$ cat src/rtl/bitmap_block_allocator_unit_assert.svh
// Assertion macros for the bitmap block allocator.
// Used by modules that declare clk and rst_n; no other dependencies.
`ifndef BITMAP_BLOCK_ALLOCATOR_UNIT_ASSERT_SVH
`define BITMAP_BLOCK_ALLOCATOR_UNIT_ASSERT_SVH

// Same-cycle implication, checked at every rising edge out of reset
`define BBA_ASSERT_IMP(label, ante, cons, msg) \
    label: assert property (@(posedge clk) disable iff (!rst_n) (ante) |-> (cons)) \
        else $error(msg);

// Next-cycle implication, checked at every rising edge out of reset
`define BBA_ASSERT_NXT(label, ante, cons, msg) \
    label: assert property (@(posedge clk) disable iff (!rst_n) (ante) |=> (cons)) \
        else $error(msg);

`endif

$ cat src/rtl/bba_ram.sv
// Generic single-port-write, single-port-read RAM with registered read data.
// No dependencies.
module bba_ram #(
    parameter int WIDTH = 8,
    parameter int DEPTH = 512,
    localparam int ADDR_W = (DEPTH > 1) ? $clog2(DEPTH) : 1
) (
    input  logic              clk,
    input  logic              we,
    input  logic [ADDR_W-1:0] waddr,
    input  logic [WIDTH-1:0]  wdata,
    input  logic [ADDR_W-1:0] raddr,
    output logic [WIDTH-1:0]  rdata
);

    logic [WIDTH-1:0] mem [DEPTH];

    // Write port
    always_ff @(posedge clk)
    begin
        if (we)
        begin
            mem[waddr] <= wdata;
        end
    end

    // Registered read port
    always_ff @(posedge clk)
    begin
        rdata <= mem[raddr];
    end

endmodule

$ cat config.mk
export PLATFORM = sky130hd
export DESIGN_NAME = bba_ram
export DESIGN_NICKNAME = d
export VERILOG_FILES = /design/src/rtl/bitmap_block_allocator_unit_assert.svh /design/src/rtl/bba_ram.sv
export SDC_FILE = /design/constraint.sdc
export NUM_CORES = 2
export LEC_CHECK = 0
export BUFFER_PORTS_ARGS = -buffer_cell sky130_fd_sc_hd__buf_4
export CAP_MARGIN = 10
export CORE_AREA = 10 10 614 616
export DETAILED_ROUTE_END_ITERATION = 12
export DIE_AREA = 0 0 624 626
export PLACE_DENSITY = 0.7
export SKIP_LAST_GASP = 1
export SYNTH_ARGS = -nofsm -noshare
export SYNTH_HDL_FRONTEND = slang
export SYNTH_SLANG_ARGS = --single-unit
$ cat constraint.sdc
create_clock -name clk -period 3.2 [get_ports clk]
set_clock_uncertainty 0.15 [all_clocks]
set_input_delay 0.16 -clock clk [delete_from_list [all_inputs] [get_ports clk]]
set_output_delay 0.16 -clock clk [all_outputs]
set_load 0.01 [all_outputs]
==> flow_summary.yaml <==
sta:
  fin_crit_sh_pct: 100.0
  layout_min_cycle_time_ps: 3201
  drv_slew: 0
  setup-tns-final_ps: -1.101
  rsz0062_at_grt: "false"
  tightest_slew_ps: 1104
  timing.fmax_ghz: 0.3124
  final-hold-violation-count: 0
  slew_headroom_pct: 26.37
  fin_ws_ps: -1.101
  setup_violations: 1
logic_synthesis:
  synthCells: 8030
  yosys.area.top_type_share_pct: 76.91
  ys_top_cells_by_area: "edfxtp_1 77%, mux4_2 9.2%, mux2i_1 5.0%, o221ai_1 2.0%, nor2_1 1.4%"
  yosys.area.top_type: "edfxtp_1"
  synth-adder-area-share_pct: 0
  synthMuxAreaShare_pct: 14.20
  synth_async_sr_flop_share_pct: 0
  synth_cell_types: 51
  synth_nets: 8058
  ys_ff_latch: 4104
  yosysWarningCount: 0
  synth-simple-area-share_pct: 2.631
  synth_top_family_by_area: "multiplexers"
  synth-edff-count: 4096
  synthFlopType: "edfxtp_1"
  synth_compound_area_share_pct: 4.313
  yosysSeqAreaShare_pct: 77.01
  netlist_area_mm2: 0.1599
  synthXorXnorAreaFrac_pct: 0
  avgSynthCellArea_um2: 19.92
setup_path:
  startpoint_type: "flip-flop"
  arrival_ps: 3860
  slowest_delay_ps: 810
  path_max_fanout: 1
  critPathKind: "reg2reg"
  endpoint_kind: "flip-flop"
  rrSetupSlack_ps: -1
  cp_cell_sequence: "mux4_2 -> mux4_2 -> nor4_1 -> buf_4 -> nor4_2 -> buf_4 -> o2111a_1"
  crit_slowest_cell: "nor4_1"
  critPathRequiredTime_ps: 3860
detailed_routing:
  routedWlPerCell_um: 29.99
  dr_wl_met3_mm: 43.87
  drt_pass1_iterations: 8
  drt-vias-per-instance: 6.118
  top_layer: "met5"
  postRouteWirelength_mm: 414.9
  met2_length_mm: 196.1
  routed-via-count: 84650
  drc_errors: 0
  ant_nets: 0
  drt_iter0_markers: 11780
  wl_met1_mm: 154.8
clocking:
  htree_levels: 5
  clk_pin_slew_ps: 60
  cts.sinks: 4104
  cts_root_buffer: "clkbuf_16"
  cts_tree: "yes"
  cts_buffers: 400
  insertion_delay_ps: 980
  clockBufferDepth: 4
global_routing:
  grt_pass1_wl_mm: 600.3
  overflow: 0
  antenna_found_initial: 22
  grt_pass1_vias: 84680
  grt_usage_pct: 20.60
  grt_max_degree: 138
flow_run:
  drv_cap: 0
finish:
  fillers: 28390
  drive_above_1_share_pct: 22.17
  final_area_mm2: 0.1836
  mostFrequentLayoutCell: "edfxtp_1"
  layout_common_cells: "4096 x edfxtp_1, 797 x mux2i_1, 654 x mux4_2"
  final_cells: 13840
  final_nets: 8703
  area_growth_pct: 14.78
place:
  dp_cells: 13070
  hpwlAfterDp_mm: 262.4
  portBuffers: 35
  dpl_cell_area_mm2: 0.1705
  gp_congestion: 0.8967
pwr:
  power_leakage_nw: 58.90
  p_per_area_mw_per_mm2: 607.8
  ir_drop_mv: 0.5286
die:
  ios: 36
  rows: 222
  start_util_pct: 43.88
  dieArea_mm2: 0.3906
  die_x_um: 624
  die_y_um: 626
  coreArea_mm2: 0.3644
worst_hold_path:
  hp-class: "in2reg"
status:
  violations: "setup timing"
  status: "finished, violations left"
sequential cells by signal, indices dropped and copies added (netlist names):
register and flops:
mem 4096, rdata 8
report_power, final:
part	leakage (nW)	total, mW	internal [mW]	switching [mW]
Sequential	36.9	59.3	59.2	0.104
Clock	6.29	46.5	26.3	20.1
Combinational	15.7	5.82	2.05	3.77
repair_timing:
action                                  in CTS  in global routing
resized for setup                            1                  3
setup buffers                                0                  0
endpoints found under the hold margin     3840                  0
endpoints found under the setup margin       1                  3
hold buffers                                16                  0
cells in the mapped netlist, types with 3 or more instances:
cell	number
edfxtp_1	4096
mux2i_1	797
mux4_2	654
nor2_1	597
o221ai_1	371
clkbuf_1	265
a21oi_1	194
o22ai_1	163
o21ai_0	118
nand2_1	111
nor3_1	109
buf_4	70
buf_6	64
a22oi_1	61
buf_2	57
buf_1	41
nand3_1	36
nor4_1	36
nand4_1	32
and2_1	20
a211oi_1	17
o31ai_1	13
buf_8	11
dfxtp_1	8
nor3b_1	8
o2111a_1	8
o41ai_1	7
nor2b_1	6
or3_1	6
a22o_1	5
buf_12	5
o311ai_0	5
and3_1	4
and3b_1	4
nand2b_1	4
or2_2	4
a2111oi_0	3
o22a_1	3
kinds of logic after synthesis:
kind of cell | Yosys count
compound gates | 979
buf+inv | 516
flops | 4104
mux | 1451
simple gates | 980
critical path, delay by kind of cell, from the launching register on:
family          cells  cell delay (ps)
mux                 2             1100
compound gates      1              130
buf+inv             2              430
flops               1              370
simple gates        2              880
metrics by stage:
step	utilization [%]	total power [mW]	setup WS [ps]	hold slack [ps]
after global placement	46.78	66.04	-682.6	426.5
final	50.37	111.6	-1.101	58.32
after global routing	50.37	114.4	5.872	58.13
after CTS	50.36	111.9	27.20	3.675
after floorplan	-	63.19	918.2	108.9
after detailed placement	46.78	66.16	-469.8	426.6
final cells by class:
class	instances	area (um^2)	area share [%]
Antenna cell	11	27.53	0.01499
Clock buffer	499	10490	5.712
Clock inverter	236	2390	1.302
Inverter	3	18.77	0.01022
Multi-Input combinational cell	3410	34030	18.54
Sequential cell	4104	123200	67.09
Tap cell	4816	6026	3.283
Timing Repair Buffer	756	7438	4.052
final timing paths:
kind / from / end / depth (start not counted)
setup / recovery: mem[423][7] / rdata[7] / 7
hold / removal: raddr[3] / rdata[0] / 7
setup reg to reg: mem[423][7] / rdata[7] / 7
hold reg to reg: mem[356][4] / rdata[4] / 6
per-layer routing:
metal  vias to the layer above  GRT usage [%]
met4                         8          8.735
met3                       940          4.165
met2                      5129          32.77
li1                      34770              -
met5                         -              0
met1                     43800          27.86
No activity file was read; power rests on OpenSTA's default activity.
